**config.mk**
```make
export PLATFORM = sky130hd
export DESIGN_NAME = circuit_breaker_gate_unit_flat
export DESIGN_NICKNAME = d
export VERILOG_FILES = /design/src/hw/rtl/cbg_pkg.sv /design/src/hw/rtl/cbg_req_if.sv /design/src/hw/rtl/cbg_rsp_if.sv /design/src/hw/rtl/cbg_csr_if.sv /design/src/hw/rtl/circuit_breaker_gate_unit.sv /design/src/hw/rtl/cbg_eval.sv /design/src/flat_wrapper.sv
export SDC_FILE = /design/constraint.sdc
export NUM_CORES = 1
export LEC_CHECK = 0
export BUFFER_PORTS_ARGS = -buffer_cell sky130_fd_sc_hd__buf_2
export CAP_MARGIN = 20
export CORE_MARGIN = 5
export CORE_UTILIZATION = 40
export DETAILED_ROUTE_END_ITERATION = 10
export SKIP_LAST_GASP = 1
export SLEW_MARGIN = 40
export SYNTH_ARGS = -nofsm -noshare
export SYNTH_HDL_FRONTEND = slang
export SYNTH_SLANG_ARGS = --single-unit
```
**constraint.sdc**
```tcl
create_clock -name clock -period 4.6 [get_ports clock]
set_input_delay 0.23 -clock clock [delete_from_list [all_inputs] [get_ports clock]]
set_output_delay 0.23 -clock clock [all_outputs]
set_load 0.05 [all_outputs]
```
**src/hw/rtl/cbg_pkg.sv**
```systemverilog
// ----------------------------------------------------------------------------
// Circuit breaker gate package
// Shared widths, mode and command codes, register indexes and bundle types.
// ----------------------------------------------------------------------------
package cbg_pkg;

   // Width of the tick time base.
   localparam int TIME_WIDTH  = 48;
   localparam int COUNT_WIDTH = 8;
   localparam int LIMIT_WIDTH = 8;
   localparam int COOL_WIDTH  = 32;
   localparam int CSR_IDX_WIDTH  = 2;
   localparam int CSR_DATA_WIDTH = 32;

   // Breaker modes.
   localparam logic [1:0] MODE_CLOSED = 2'd0;
   localparam logic [1:0] MODE_OPEN   = 2'd1;
   localparam logic [1:0] MODE_HALF   = 2'd2;

   // Event commands.
   localparam logic [1:0] CMD_REQUEST = 2'd0;
   localparam logic [1:0] CMD_SUCCESS = 2'd1;
   localparam logic [1:0] CMD_FAILURE = 2'd2;
   localparam logic [1:0] CMD_NEUTRAL = 2'd3;

   // Configuration register indexes.
   localparam logic [CSR_IDX_WIDTH-1:0] REG_FAILURE_LIMIT  = 2'd0;
   localparam logic [CSR_IDX_WIDTH-1:0] REG_COOLDOWN_TICKS = 2'd1;
   localparam logic [CSR_IDX_WIDTH-1:0] REG_PROBE_LIMIT    = 2'd2;

   // Configuration register reset values.
   localparam logic [LIMIT_WIDTH-1:0] FAILURE_LIMIT_RESET  = 8'd5;
   localparam logic [COOL_WIDTH-1:0]  COOLDOWN_TICKS_RESET = 32'd1000;
   localparam logic [LIMIT_WIDTH-1:0] PROBE_LIMIT_RESET    = 8'd1;

   typedef struct packed {
      logic [LIMIT_WIDTH-1:0] failure_limit;
      logic [COOL_WIDTH-1:0]  cooldown_ticks;
      logic [LIMIT_WIDTH-1:0] probe_limit;
   } cbg_cfg_type;

   typedef struct packed {
      logic [1:0]             mode;
      logic [COUNT_WIDTH-1:0] fail_count;
      logic [COUNT_WIDTH-1:0] probe_count;
      logic [TIME_WIDTH-1:0]  reopen_time;
   } cbg_state_type;

   typedef struct packed {
      logic                   admitted;
      logic [1:0]             mode;
      logic [COUNT_WIDTH-1:0] failure_count;
      logic [COUNT_WIDTH-1:0] probe_count;
      logic [TIME_WIDTH-1:0]  retry_time;
   } cbg_result_type;

endpackage

```
**src/hw/rtl/cbg_req_if.sv**
```systemverilog
// ----------------------------------------------------------------------------
// Circuit breaker gate event channel
// Valid/ready channel carrying one event: command and current tick.
// ----------------------------------------------------------------------------
interface cbg_req_if;
   logic                          valid;
   logic                          ready;
   logic [1:0]                    command;
   logic [cbg_pkg::TIME_WIDTH-1:0] now_tick;

   modport source (output valid, output command, output now_tick, input ready);
   modport sink   (input valid, input command, input now_tick, output ready);
endinterface

```
**src/hw/rtl/cbg_rsp_if.sv**
```systemverilog
// ----------------------------------------------------------------------------
// Circuit breaker gate result channel
// Valid/ready channel carrying the verdict and a snapshot of the state.
// ----------------------------------------------------------------------------
interface cbg_rsp_if;
   logic                            valid;
   logic                            ready;
   logic                            admitted;
   logic [1:0]                      mode;
   logic [cbg_pkg::COUNT_WIDTH-1:0] failure_count;
   logic [cbg_pkg::COUNT_WIDTH-1:0] probe_count;
   logic [cbg_pkg::TIME_WIDTH-1:0]  retry_time;

   modport source (output valid, output admitted, output mode, output failure_count,
                   output probe_count, output retry_time, input ready);
   modport sink   (input valid, input admitted, input mode, input failure_count,
                   input probe_count, input retry_time, output ready);
endinterface

```
**src/hw/rtl/cbg_csr_if.sv**
```systemverilog
// ----------------------------------------------------------------------------
// Circuit breaker gate configuration channel
// Valid/ready write channel carrying a register index and write data.
// ----------------------------------------------------------------------------
interface cbg_csr_if;
   logic                               valid;
   logic                               ready;
   logic [cbg_pkg::CSR_IDX_WIDTH-1:0]  index;
   logic [cbg_pkg::CSR_DATA_WIDTH-1:0] data;

   modport source (output valid, output index, output data, input ready);
   modport sink   (input valid, input index, input data, output ready);
endinterface

```
**src/hw/rtl/circuit_breaker_gate_unit.sv**
```systemverilog
// Path: an accepted event passes through the input register and then the output register.
// Throughput: one event per cycle unless results stall; the state register closes its loop through
// one 48-bit compare and the short counter updates in the evaluation logic.
// Stalls: the input waits only while both registers are full and the result is not taken.
// Reset: synchronous; clears the mode to closed, counters and retry time to zero
// and loads the configuration registers with their defaults.
// ----------------------------------------------------------------------------
// Circuit breaker gate unit
// Admission gate with closed, open and half-open modes. Events are captured in
// an input register, evaluated against the breaker state, and the verdict plus
// a state snapshot is held in an output register.
// ----------------------------------------------------------------------------
module circuit_breaker_gate_unit (
   input logic       clock,
   input logic       reset,
   cbg_req_if.sink   req_chan,
   cbg_rsp_if.source rsp_chan,
   cbg_csr_if.sink   csr_chan
);

   cbg_pkg::cbg_cfg_type    cfg_ff, cfg_in;
   cbg_pkg::cbg_state_type  state_ff, state_in;
   cbg_pkg::cbg_result_type out_ff, out_in;

   logic                           s1_valid_ff, s1_valid_in;
   logic [1:0]                     s1_cmd_ff;
   logic [cbg_pkg::TIME_WIDTH-1:0] s1_now_ff;
   logic                           out_valid_ff, out_valid_in;

   logic                   req_take;
   logic                   s1_adv;
   cbg_pkg::cbg_state_type eval_state;
   logic                   eval_admitted;

   // Configuration writes; writes beyond the register list are dropped.
   assign csr_chan.ready = 1'b1;

   always_comb begin
      cfg_in = cfg_ff;
      if (csr_chan.valid) begin
         unique case (csr_chan.index)
            cbg_pkg::REG_FAILURE_LIMIT:
               cfg_in.failure_limit  = csr_chan.data[cbg_pkg::LIMIT_WIDTH-1:0];
            cbg_pkg::REG_COOLDOWN_TICKS:
               cfg_in.cooldown_ticks = csr_chan.data[cbg_pkg::COOL_WIDTH-1:0];
            cbg_pkg::REG_PROBE_LIMIT:
               cfg_in.probe_limit    = csr_chan.data[cbg_pkg::LIMIT_WIDTH-1:0];
            default: begin
            end
         endcase
      end
   end

   // Pipeline flow control: the input stage moves on when the output register
   // is empty or its transaction is being taken.
   assign s1_adv         = s1_valid_ff && (!out_valid_ff || rsp_chan.ready);
   assign req_chan.ready = !s1_valid_ff || s1_adv;
   assign req_take       = req_chan.valid && req_chan.ready;

   assign s1_valid_in  = req_take || (s1_valid_ff && !s1_adv);
   assign out_valid_in = s1_adv || (out_valid_ff && !rsp_chan.ready);

   // Event evaluation.
   cbg_eval u_eval (
      .cur_state (state_ff),
      .cfg       (cfg_ff),
      .command   (s1_cmd_ff),
      .now_tick  (s1_now_ff),
      .nxt_state (eval_state),
      .admitted  (eval_admitted)
   );

   assign state_in = s1_adv ? eval_state : state_ff;

   always_comb begin
      out_in               = out_ff;
      if (s1_adv) begin
         out_in.admitted      = eval_admitted;
         out_in.mode          = eval_state.mode;
         out_in.failure_count = eval_state.fail_count;
         out_in.probe_count   = eval_state.probe_count;
         out_in.retry_time    = eval_state.reopen_time;
      end
   end

   // Control and state registers.
   always_ff @(posedge clock) begin
      if (reset) begin
         cfg_ff.failure_limit  <= cbg_pkg::FAILURE_LIMIT_RESET;
         cfg_ff.cooldown_ticks <= cbg_pkg::COOLDOWN_TICKS_RESET;
         cfg_ff.probe_limit    <= cbg_pkg::PROBE_LIMIT_RESET;
         state_ff.mode         <= cbg_pkg::MODE_CLOSED;
         state_ff.fail_count   <= '0;
         state_ff.probe_count  <= '0;
         state_ff.reopen_time  <= '0;
         s1_valid_ff           <= 1'b0;
         out_valid_ff          <= 1'b0;
      end else begin
         cfg_ff       <= cfg_in;
         state_ff     <= state_in;
         s1_valid_ff  <= s1_valid_in;
         out_valid_ff <= out_valid_in;
      end
   end

   // Payload registers.
   always_ff @(posedge clock) begin
      if (req_take) begin
         s1_cmd_ff <= req_chan.command;
         s1_now_ff <= req_chan.now_tick;
      end
      out_ff <= out_in;
   end

   // Result channel.
   assign rsp_chan.valid         = out_valid_ff;
   assign rsp_chan.admitted      = out_ff.admitted;
   assign rsp_chan.mode          = out_ff.mode;
   assign rsp_chan.failure_count = out_ff.failure_count;
   assign rsp_chan.probe_count   = out_ff.probe_count;
   assign rsp_chan.retry_time    = out_ff.retry_time;

`ifndef SYNTHESIS
   // Reset leaves the breaker closed with no retry time.
   a_reset_closed: assert property (@(posedge clock)
      $fell(reset) |-> (state_ff.mode == cbg_pkg::MODE_CLOSED && state_ff.reopen_time == '0))
      else $error("breaker not closed after reset");

   // Failures are only counted while closed.
   a_fail_closed_only: assert property (@(posedge clock) disable iff (reset)
      state_ff.mode != cbg_pkg::MODE_CLOSED |-> state_ff.fail_count == '0)
      else $error("failure count outside closed mode");

   // Probes are only in flight while half-open.
   a_probe_half_only: assert property (@(posedge clock) disable iff (reset)
      state_ff.mode != cbg_pkg::MODE_HALF |-> state_ff.probe_count == '0)
      else $error("probe count outside half-open mode");

   // An admitted request never leaves the breaker open.
   a_admit_not_open: assert property (@(posedge clock) disable iff (reset)
      out_valid_ff && out_ff.admitted |-> out_ff.mode != cbg_pkg::MODE_OPEN)
      else $error("admitted transaction reports open mode");

   // An accepted transaction always lands in the input stage.
   a_take_lands: assert property (@(posedge clock) disable iff (reset)
      req_take |=> s1_valid_ff)
      else $error("accepted transaction lost");
`endif

endmodule

```
**src/hw/rtl/cbg_eval.sv**
```systemverilog
// ----------------------------------------------------------------------------
// Circuit breaker gate event evaluation
// Combinational next-state and verdict logic for one event.
// ----------------------------------------------------------------------------
module cbg_eval (
   input  cbg_pkg::cbg_state_type        cur_state,
   input  cbg_pkg::cbg_cfg_type          cfg,
   input  logic [1:0]                    command,
   input  logic [cbg_pkg::TIME_WIDTH-1:0] now_tick,
   output cbg_pkg::cbg_state_type        nxt_state,
   output logic                          admitted
);

   logic [cbg_pkg::LIMIT_WIDTH-1:0] eff_fail_limit;
   logic [cbg_pkg::LIMIT_WIDTH-1:0] eff_probe_limit;
   logic [cbg_pkg::COOL_WIDTH-1:0]  eff_cooldown;
   logic [cbg_pkg::TIME_WIDTH:0]    trip_sum;
   logic [cbg_pkg::TIME_WIDTH-1:0]  trip_time;

   // A zero register counts as the lower bound of one.
   assign eff_fail_limit  = (cfg.failure_limit == '0) ? cbg_pkg::LIMIT_WIDTH'(1)
                                                      : cfg.failure_limit;
   assign eff_probe_limit = (cfg.probe_limit == '0) ? cbg_pkg::LIMIT_WIDTH'(1)
                                                    : cfg.probe_limit;
   assign eff_cooldown    = (cfg.cooldown_ticks == '0) ? cbg_pkg::COOL_WIDTH'(1)
                                                       : cfg.cooldown_ticks;

   // Reopen time, saturated at the largest tick value on carry out.
   assign trip_sum  = {1'b0, now_tick}
                    + {{(cbg_pkg::TIME_WIDTH + 1 - cbg_pkg::COOL_WIDTH){1'b0}}, eff_cooldown};
   assign trip_time = trip_sum[cbg_pkg::TIME_WIDTH] ? '1 : trip_sum[cbg_pkg::TIME_WIDTH-1:0];

   // Event decode and state update.
   always_comb begin
      logic                            refused;
      logic [1:0]                      mode_v;
      logic [cbg_pkg::COUNT_WIDTH-1:0] probe_v;
      logic [cbg_pkg::COUNT_WIDTH-1:0] fail_v;

      nxt_state = cur_state;
      admitted  = 1'b0;
      refused   = 1'b0;
      mode_v    = cur_state.mode;
      probe_v   = cur_state.probe_count;
      fail_v    = cur_state.fail_count;

      case (command)
         cbg_pkg::CMD_REQUEST: begin
            // An expired open period turns into half-open probing.
            if (cur_state.mode == cbg_pkg::MODE_OPEN) begin
               if (now_tick < cur_state.reopen_time) begin
                  refused = 1'b1;
               end else begin
                  mode_v  = cbg_pkg::MODE_HALF;
                  probe_v = '0;
               end
            end
            if (!refused && mode_v == cbg_pkg::MODE_HALF) begin
               if (probe_v >= eff_probe_limit) begin
                  refused = 1'b1;
               end else begin
                  probe_v = probe_v + 1'b1;
               end
            end
            nxt_state.mode        = mode_v;
            nxt_state.probe_count = probe_v;
            admitted              = !refused;
         end
         cbg_pkg::CMD_SUCCESS: begin
            nxt_state.mode        = cbg_pkg::MODE_CLOSED;
            nxt_state.fail_count  = '0;
            nxt_state.probe_count = '0;
            nxt_state.reopen_time = '0;
         end
         cbg_pkg::CMD_FAILURE: begin
            if (cur_state.mode == cbg_pkg::MODE_HALF) begin
               nxt_state.mode        = cbg_pkg::MODE_OPEN;
               nxt_state.fail_count  = '0;
               nxt_state.probe_count = '0;
               nxt_state.reopen_time = trip_time;
            end else if (cur_state.mode != cbg_pkg::MODE_OPEN) begin
               // Saturating count of consecutive failures while closed.
               if (fail_v != '1) begin
                  fail_v = fail_v + 1'b1;
               end
               if (fail_v >= eff_fail_limit) begin
                  nxt_state.mode        = cbg_pkg::MODE_OPEN;
                  nxt_state.fail_count  = '0;
                  nxt_state.probe_count = '0;
                  nxt_state.reopen_time = trip_time;
               end else begin
                  nxt_state.fail_count = fail_v;
               end
            end
         end
         default: begin
            // Neutral event releases one probe while half-open.
            if (cur_state.mode == cbg_pkg::MODE_HALF && cur_state.probe_count != '0) begin
               nxt_state.probe_count = cur_state.probe_count - 1'b1;
            end
         end
      endcase
   end

endmodule

```
**src/flat_wrapper.sv**
```systemverilog
// flat-port wrapper written by rule: the top's interface ports become plain ports
module circuit_breaker_gate_unit_flat 
  (clock, reset, req_chan_valid, req_chan_command, req_chan_now_tick, req_chan_ready, rsp_chan_valid, rsp_chan_admitted, rsp_chan_mode, rsp_chan_failure_count, rsp_chan_probe_count, rsp_chan_retry_time, rsp_chan_ready, csr_chan_valid, csr_chan_index, csr_chan_data, csr_chan_ready);
  cbg_req_if req_chan_i ();
  cbg_rsp_if rsp_chan_i ();
  cbg_csr_if csr_chan_i ();
  input logic clock;
  input logic reset;
  input wire logic [$bits(req_chan_i.valid)-1:0] req_chan_valid;
  input wire logic [$bits(req_chan_i.command)-1:0] req_chan_command;
  input wire logic [$bits(req_chan_i.now_tick)-1:0] req_chan_now_tick;
  output wire logic [$bits(req_chan_i.ready)-1:0] req_chan_ready;
  output wire logic [$bits(rsp_chan_i.valid)-1:0] rsp_chan_valid;
  output wire logic [$bits(rsp_chan_i.admitted)-1:0] rsp_chan_admitted;
  output wire logic [$bits(rsp_chan_i.mode)-1:0] rsp_chan_mode;
  output wire logic [$bits(rsp_chan_i.failure_count)-1:0] rsp_chan_failure_count;
  output wire logic [$bits(rsp_chan_i.probe_count)-1:0] rsp_chan_probe_count;
  output wire logic [$bits(rsp_chan_i.retry_time)-1:0] rsp_chan_retry_time;
  input wire logic [$bits(rsp_chan_i.ready)-1:0] rsp_chan_ready;
  input wire logic [$bits(csr_chan_i.valid)-1:0] csr_chan_valid;
  input wire logic [$bits(csr_chan_i.index)-1:0] csr_chan_index;
  input wire logic [$bits(csr_chan_i.data)-1:0] csr_chan_data;
  output wire logic [$bits(csr_chan_i.ready)-1:0] csr_chan_ready;
  assign req_chan_i.valid = req_chan_valid;
  assign req_chan_i.command = req_chan_command;
  assign req_chan_i.now_tick = req_chan_now_tick;
  assign req_chan_ready = req_chan_i.ready;
  assign rsp_chan_valid = rsp_chan_i.valid;
  assign rsp_chan_admitted = rsp_chan_i.admitted;
  assign rsp_chan_mode = rsp_chan_i.mode;
  assign rsp_chan_failure_count = rsp_chan_i.failure_count;
  assign rsp_chan_probe_count = rsp_chan_i.probe_count;
  assign rsp_chan_retry_time = rsp_chan_i.retry_time;
  assign rsp_chan_i.ready = rsp_chan_ready;
  assign csr_chan_i.valid = csr_chan_valid;
  assign csr_chan_i.index = csr_chan_index;
  assign csr_chan_i.data = csr_chan_data;
  assign csr_chan_ready = csr_chan_i.ready;
  circuit_breaker_gate_unit u_core (.clock(clock), .reset(reset), .req_chan(req_chan_i), .rsp_chan(rsp_chan_i), .csr_chan(csr_chan_i));
endmodule
```
Word level (Yosys, flattened, before mapping)
Index checks and enable logic that the tools add are counted.
{ "totals": {"mem_bits_rw": 0, "n_memories": 0, "register_bits": 233, "word_cells": 89, "latchBits": 0, "output_inout_bits": 70, "in_bits": 89, "mem_bits_ro": 0} }
{ "op_classes": {"n_reduce_logical": 25, "bitwise_logic": 0, "n_eq_ne": 9, "n_mux": 32, "shifts": 0, "n_addsub": 4, "div_mod_pow": 0, "n_mul": 0, "order_cmp": 3} }
{ "op_table": {"columns": ["operator", "n"], "rows": [
  ["$mux 66", 2],
  ["$mux 8", 13],
  ["$pmux 48 s2", 1],
  ["$mux 56", 1],
  ["$add 48x32->49", 1],
  ["$lt 48x48->1", 1],
  ["$mux 48", 1],
  ["$logic_not 32->1", 1],
  ["$mux 32", 1],
  ["$pmux 8 s3", 1],
  ["$add 8x1->8 const B", 2],
  ["$ge 8x8->1", 2],
  ["$logic_not 8->1", 2],
  ["$pmux 8 s2", 1],
  ["$eq 2x2->1 const B", 4],
  ["$mux 2", 4],
  ["$ne 8x8->1 const B", 1],
  ["$reduce_bool 8->1", 1],
  ["$sub 8x1->8 const B", 1],
  ["$eq 2x1->1 const B", 3],
  ["$logic_and 1x1->1", 6],
  ["$logic_not 1->1", 6],
  ["$mux 1", 6],
  ["$pmux 2 s3", 1],
  ["4 further kinds", 10]
]} }

Longest topological paths before layout
Gate-level depths: netlist (run 1).
{ "depth": {"depth_word": 10, "mapped_depth": 21, "depth_no_buf": 20} }

Cells and area by module
A second synthesis (run 1) with hierarchy kept.
{ "hier_totals": {"hier_cells": 1469, "area_unflattened_um2": 13839.5} }
{ "modules_own_cells": {"columns": ["mod", "area_per_inst_um2", "cells_per_inst", "n_inst"], "rows": [
  ["circuit_breaker_gate_unit", 8282.9, 621, 1],
  ["cbg_eval", 5556.6, 848, 1]
]} }

Least setup slack after synthesis (run 1)
Ideal clock, no wire load.
{ "synth_path": {"path_type": "register to register", "startpoint": "register u_core.s1_now_ff[35] (netlist bit)", "endpoint": "register u_core.out_ff, in the netlist u_core.rsp_chan.probe_count[0], data pin", "setup_slack_ns": 0.277, "required_ns": 4.328, "arrival_time_ns": 4.051, "path_stages_with_launch": 20, "synth_period_minus_slack_ns": 4.323, "path_cell_list": "edfxtp_1 ha_1 nand4_1 nor4_1 a221oi_1 o22ai_1 nor4_4 nor2_1 nor2_1 ha_1 a21o_1 a31oi_1 o21ai_0 o41a_1 clkbuf_1 nand2b_1 a21oi_1 a31oi_1 o21ai_0 o211ai_1"} }
{ "synth_lines": {"columns": ["item", "line_no", "text"], "rows": [
  ["from (decl)", "circuit_breaker_gate_unit.sv:27", "logic [cbg_pkg::TIME_WIDTH-1:0] s1_now_ff;"],
  ["from (signal assigned)", "circuit_breaker_gate_unit.sv:110", "s1_now_ff <= req_chan.now_tick;"],
  ["to (signal assigned)", "circuit_breaker_gate_unit.sv:112", "out_ff <= out_in;"],
  ["to (decl)", "circuit_breaker_gate_unit.sv:23", "cbg_pkg::cbg_result_type out_ff, out_in;"]
]} }

==> results of run 1 <==
-- cells in the final DEF, fill, tap and decap left out, drive strengths merged, types with 4 or more instances in the layout --
cell type | synthesis | routed
clkinv | 1 | 6
o21ai | 105 | 105
nand3b | 4 | 4
o21a | 8 | 8
nor3 | 23 | 23
o32ai | 12 | 12
inv | 84 | 84
o22ai | 7 | 7
a21oi | 151 | 151
xor2 | 20 | 20
o211ai | 17 | 17
a221oi | 13 | 13
dlygate4sd3 | 0 | 84
and3 | 10 | 10
edfxtp | 117 | 117
nand4 | 19 | 19
o31ai | 6 | 6
o21bai | 4 | 4
clkbuf | 87 | 43
a31oi | 32 | 32
nand2b | 18 | 18
buf | 10 | 230
o211a | 6 | 6
nand3 | 34 | 34
or3 | 15 | 15
a21o | 35 | 35
nor2 | 115 | 115
dfxtp | 116 | 116
xnor2 | 23 | 23
nand2 | 186 | 186
a211oi | 10 | 10
nor4 | 21 | 21
ha | 102 | 102
and2 | 8 | 8
mux2i | 10 | 10
and4 | 6 | 6
nor2b | 12 | 12
-- path summary, 6_finish.rpt --
check             cells after the start                             end  slack [ns]            startpoint
setup / recovery                     20  u_core.rsp_chan.probe_count[7]        0.13  u_core.s1_now_ff[46]
hold / removal                        5               u_core.cfg_ff[40]        0.24     csr_chan_index[1]
setup reg to reg                     20  u_core.rsp_chan.probe_count[7]        0.13  u_core.s1_now_ff[46]
hold reg to reg                       2                u_core.cfg_ff[8]        0.48      u_core.cfg_ff[8]
-- routing by layer --
layer	vias to the layer above	track usage, %	routed length (um)
li1	5948	-	-
met1	5835	30.6	19400
met2	390	35.9	19500
met3	92	3.04	2290
met4	0	7.90	1690
met5	-	0	0
-- where the power goes --
part	internal, uW	switching, uW
logic	337	598
registers	2280	60.0
clock network	1280	863
total	3890	1520
-- worst register-to-register path: stages, from the launching register on --
cell,delay [ns]
edfxtp_1,0.49
ha_4,0.32
nand4_1,0.16
buf_4,0.20
nor4_4,0.31
nand3_2,0.18
a31oi_4,0.21
nor4_4,0.07
nor2_2,0.16
buf_6,0.15
nor2b_1,0.05
ha_1,0.30
and3_1,0.14
a21oi_1,0.10
o21ai_1,0.08
o41a_1,0.44
nor3_2,0.28
nand3_2,0.15
o21a_1,0.23
nor2_1,0.09
o21ai_1,0.06
-- cell type report --
| class | count | area (um2) |
|---|---|---|
| tap | 448 | 561 |
| fill | 3086 | 16400 |
| multi-input combinational | 1083 | 7090 |
| sequential | 233 | 5840 |
| clock inverter | 6 | 36.3 |
| timing repair buffer | 314 | 2190 |
| clock buffer | 43 | 861 |
| inverter | 85 | 322 |
-- sequential cells by signal (all words and copies together) (netlist names) --
signal	count
u_core.state_ff	66
u_core.cfg_ff	48
u_core.rsp_chan.retry_time	48
u_core.s1_now_ff	48
u_core.rsp_chan.failure_count	8
u_core.rsp_chan.probe_count	8
u_core.rsp_chan.mode	2
u_core.s1_cmd_ff	2
u_core.rsp_chan.admitted	1
u_core.rsp_chan.valid	1
u_core.s1_valid_ff	1
-- cell families after synthesis --
kind of cell	after synthesis	share of synthesized area [%]
AND/OR/NAND/NOR	480	16.9
AO/OA/AOI/OAI	446	21.2
flip-flops	233	43.5
buffers and inverters	182	5.21
adder cells (fa/ha/maj)	103	9.67
XOR/XNOR	43	2.81
multiplexers	10	0.746
other	1	0.0280
-- metrics by stage --
step	utilization (%)	setup TNS [ns]
after global routing	50.8	-0.515
after global placement	44.7	-0.0331
after CTS	50.2	0
after floorplan	-	0
final	50.8	0
after detailed placement	44.7	-1.05
-- timing repair --
item,in CTS,in global routing
hold endpoints to repair,94,0
hold buffers,84,0
pin swaps,7,22
endpoints found under the setup margin,16,47
gates resized for setup,11,32
buffers inserted,4,6
==> run metrics, run 1 <==
Syn Inst Count between 1000 and 1500; CP top delay family simple AND/OR/NAND/NOR gates; Hold Path Class in2reg; placed insts roughly 2100; site row count 67; Post-synth EDFFs approximately 120; Crit path buffers/inverters 2; I/O Buffers 157; gr usage total around 22%; dpl cell area about 15000 um2; Worst path max stage delay just under 0.5 ns; Worst-path clk slew approximately 0.060 ns; DRT Wirelength roughly 43000 um; clk root buf clkbuf_16; vias in the first global route between 10000 and 15000; RSZ-0062 raised after global routing true; Via Count about 12000; clock buffer depth 3; largest net degree at the start of global routing 69; die footprint roughly 37000 um2; Die Height 193 um; critical path data arrival time roughly 4.7 ns; DR pass1 iterations 5; top-count cell post-synth nand2_1; Worst-Margin Slew 0.836 ns; post-route clock period utilization between 90% and 100%; top cells by area, synth edfxtp_1, dfxtp_1, ha_1; later-pin clock latency in the skew report 0.54 ns; layout cells sized above 1 18.6%; Initial Utilization ~40%; Synthesized Nets ~1700; WS Path Type reg2reg; Leakage around 0.007 uW; post-synthesis register bit count about 230; Synth Flop Type edfxtp_1; hold slack 0.237 ns; Mapped Area 13400 um2; power per cell area around 320 nW/um2; slowest stage cell, crit path edfxtp_1; Max IR drop VDD between 0.2 and 0.3 mV; CP required 4.86 ns; n_diodes 0; core outline area roughly 33000 um2; post-route cell area approximately 17000 um2; largest area contributor in the netlist edfxtp_1; final-report setup violation count 0; Distinct cells, synth 85; cells along the critical path ha_4 -> nand4_1 -> buf_4 -> nor4_4 -> nand3_2 -> a31oi_4 -> nor4_4 -> nor2_2 -> buf_6 -> nor2b_1 -> ha_1 -> and3_1 -> a21oi_1 -> o21ai_1 -> o41a_1 -> nor3_2 -> nand3_2 -> o21a_1 -> nor2_1 -> o21ai_1; Max-Cap Viols 0; Slew Limit Headroom 43.6%; GRT overflow 0; DR iter-0 viols roughly 930; maximum clock frequency 224 MHz; Final Hold Viols 0; initial antenna violation count 0; synth warn 0; Area Overhead vs Synth 26.0%; Die W 193 um; top cell type's share of synthesized area a little over a quarter; ys async rst share 0%; clock skew 0.0121 ns; Critical Path Fanout Max 8; Worst setup EP type flop; Sink Count 233; Commonest cells post-synth nand2_1, a21oi_1, edfxtp_1; status complete, no violations; DR DRC count 0; fin. max-slew vios 0; routability cong. ~0.92; DP HPWL 31300 um; WL/cell a little under 20 um; # nets final between 1500 and 2000; CTS tree done; final worst setup slack 0.128 ns; io pins 159; Num CTS Buffers 27; H-tree depth 1; CP startpoint kind flop; mean number of vias per cell about 5.5; Final min period 4.47 ns; total power approximately 5400 uW; Layout Cells excl Fill 2212; first-pass GRT wire length 65500 um; sequential area share after synthesis 43.5%; setup slack at placement -0.218 ns; syn_area_per_cell between 8 and 9 um2; Final ANT Viol Nets 0
Note: power is estimated with default switching activity, not from simulation.
==> run 2: changes to the inputs <==
CORE_UTILIZATION = 50   (was 40)
GPL_TIMING_DRIVEN = 0   (was unset)
PLACE_DENSITY = 0.73   (was unset)
==> run metrics, run 2 (synthesis results as in run 1) <==
status finished, violations left; failing checks negative setup slack; GRT overflow 0 (unchanged); slowest stage cell, crit path o41a_1; # nets final 2002 (+3.4%); cells along the critical path ha_1 -> nand4_1 -> buf_6 -> nor4_4 -> nand3_2 -> a31oi_4 -> nor4_4 -> nor2_4 -> nor2_2 -> ha_1 -> a21o_1 -> a31oi_1 -> o21ai_1 -> o41a_1 -> buf_6 -> or3_1 -> o21ai_0 -> nor2_1 -> a31oi_1; initial antenna violation count 1 (+1); DR DRC count 0 (unchanged); DRT Wirelength 42700 um (-0.50%); CP startpoint kind flop; Final min period 4.64 ns (+0.167 ns); WL/cell 19.7 um (+1.3%); routability cong. 0.950 (+3.6%); Final ANT Viol Nets 0 (unchanged); fillers 2178 (-29%); placed insts 1998 (-3.4%); Die Height 174 um (-10%); Reg area 5840 um2 (about the same); critical path data arrival time 5.01 ns (+0.28 ns); core outline area 26700 um2 (-20%); sequential share of power 43.1% (about the same); Worst path max stage delay 0.47 ns (-0.02 ns); vias in the first global route 12200 (+4.8%); Via Count 12800 (+4.2%); Worst-path clk slew 0.06 ns (about the same); DR iter-0 viols 1163 (+25%); DP HPWL 31200 um (-0.27%); Area Overhead vs Synth 27.3%; fin. max-slew vios 0 (unchanged); DR pass1 iterations 5 (unchanged); Layout Cells excl Fill 2172 (-1.8%); Slew Limit Headroom 44.8% (+1.3 points); clock buffer depth 3 (unchanged); Critical Path Fanout Max 8 (unchanged); RSZ-0062 raised after global routing true; power per cell area 317 nW/um2 (-1.2%); Num CTS Buffers 26 (-3.7%); switching pwr 1520 uW (+0.21%); largest net degree at the start of global routing 42 (-39%); combinational share of power 17.9% (+0.6 points); CTS tree done; die footprint 30200 um2 (-19%); first-pass GRT wire length 66100 um (+1.0%); post-route clock period utilization 101% (+3.6 points); clk root buf clkbuf_16; Sink Count 233 (unchanged); final worst setup slack -0.0390 ns (-0.167 ns); register name with the most flops u_core.state_ff; I/O Buffers 156 (-0.64%); final-report setup violation count 5 (+5); Clock Power Share 38.9% (-0.7 points); Die W 174 um (-10%); clock skew 0.0133 ns (+0.00121 ns); Final Hold Viols 0 (unchanged); Worst setup EP type flop; Max-Cap Viols 0 (unchanged); Leakage 0.00690 uW (+0.99%); io pins 159 (unchanged); WS Path Type reg2reg; area of the multi-input gates 7210 um2 (+1.7%); Worst-Margin Slew 0.827 ns (-0.00881 ns); maximum clock frequency 216 MHz (-3.6%); most frequent cells in the layout nand2_1, buf_2, a21oi_1; layout cells sized above 1 17.7% (-0.94 points); setup slack at placement -1.16 ns (-0.947 ns); H-tree depth 1 (unchanged); site row count 60 (-10%); internal power 3880 uW (-0.24%); max FFs per register 66 (unchanged); commonest non-fill, non-tap cell in the layout nand2_1; Net Sw Frac 28.2% (+0.091 points); gr usage total 26.9% (+4.7 points); Max IR drop VDD 0.229 mV (-15%); Initial Utilization 50.3% (+10 points); CP required 4.97 ns (+0.11 ns); mean number of vias per cell 5.88 (+6.1%); Hold Path Class in2reg; later-pin clock latency in the skew report 0.54 ns (about the same)
[run 2: path summary, 6_finish.rpt]
kind,start,end,slack [ns],cells after the start
worst max-delay path,u_core.s1_now_ff[45],u_core.rsp_chan.probe_count[3],-0.04,19
worst max register to register,u_core.s1_now_ff[45],u_core.rsp_chan.probe_count[3],-0.04,19
worst min register to register,u_core.cfg_ff[28],u_core.cfg_ff[28],0.48,2
worst min-delay path,csr_chan_data[6],u_core.cfg_ff[14],0.03,3
[run 2: cell type report]
type	count	share of cell area, %
well taps	341	2.50
plain buffers	97	2.36
repair buffers	283	11.7
clock buffers	36	4.65
multi-input cells	1084	42.3
clock inverters	12	0.491
diodes	1	0.0147
flip-flops and latches	233	34.2
inverters	85	1.87
[run 2: repair_timing]
item | in CTS | in global routing
endpoints found under the hold margin | 87 | 0
setup buffers | 6 | 36
pin swaps | 7 | 41
resized for setup | 25 | 62
setup endpoints to repair | 94 | 98
cloned | 0 | 1
hold buffers | 83 | 0
[run 2: critical path: cells and delay by family (launching register included)]
family	cells	cell delay (ns)
adders and majority gates	2	0.64
AOI/OAI and AO/OA	7	1.59
DFF	1	0.44
buffers and inverters	2	0.32
and+or+nand+nor	8	1.49
[run 2: metal layers]
metal | GRT usage (%) | up-vias | share of wire (%)
li1 | - | 6076 | -
met1 | 36.7 | 6046 | 42
met2 | 44.4 | 560 | 47
met3 | 3.34 | 99 | 7.3
met4 | 9.53 | 0 | 3.5
met5 | 0 | - | 0
[run 2: power groups by stage]
stage	clock network [uW]	logic, uW	registers [uW]
2_1_floorplan	0	466	2460
3_3_place_gp	0	804	2380
3_5_place_dp	0	826	2380
4_1_cts	2130	900	2330
5_1_grt	2220	1050	2340
6_report	2110	970	2330
[run 2: metrics by stage]
step                      instance area (um2)  utilization (%)  hold WS, ns  power [uW]  setup TNS (ns)
after floorplan                         13400                -        0.329        2930               0
after global placement                  14600             54.9        0.406        3190          -42.85
after detailed placement                14700             55.1        0.408        3200          -27.09
after CTS                               16500             62.1     0.000628        5370          -0.104
after global routing                    17100             64.1       0.0237        5610           -1.30
final                                   17100             64.1       0.0267        5410          -0.119
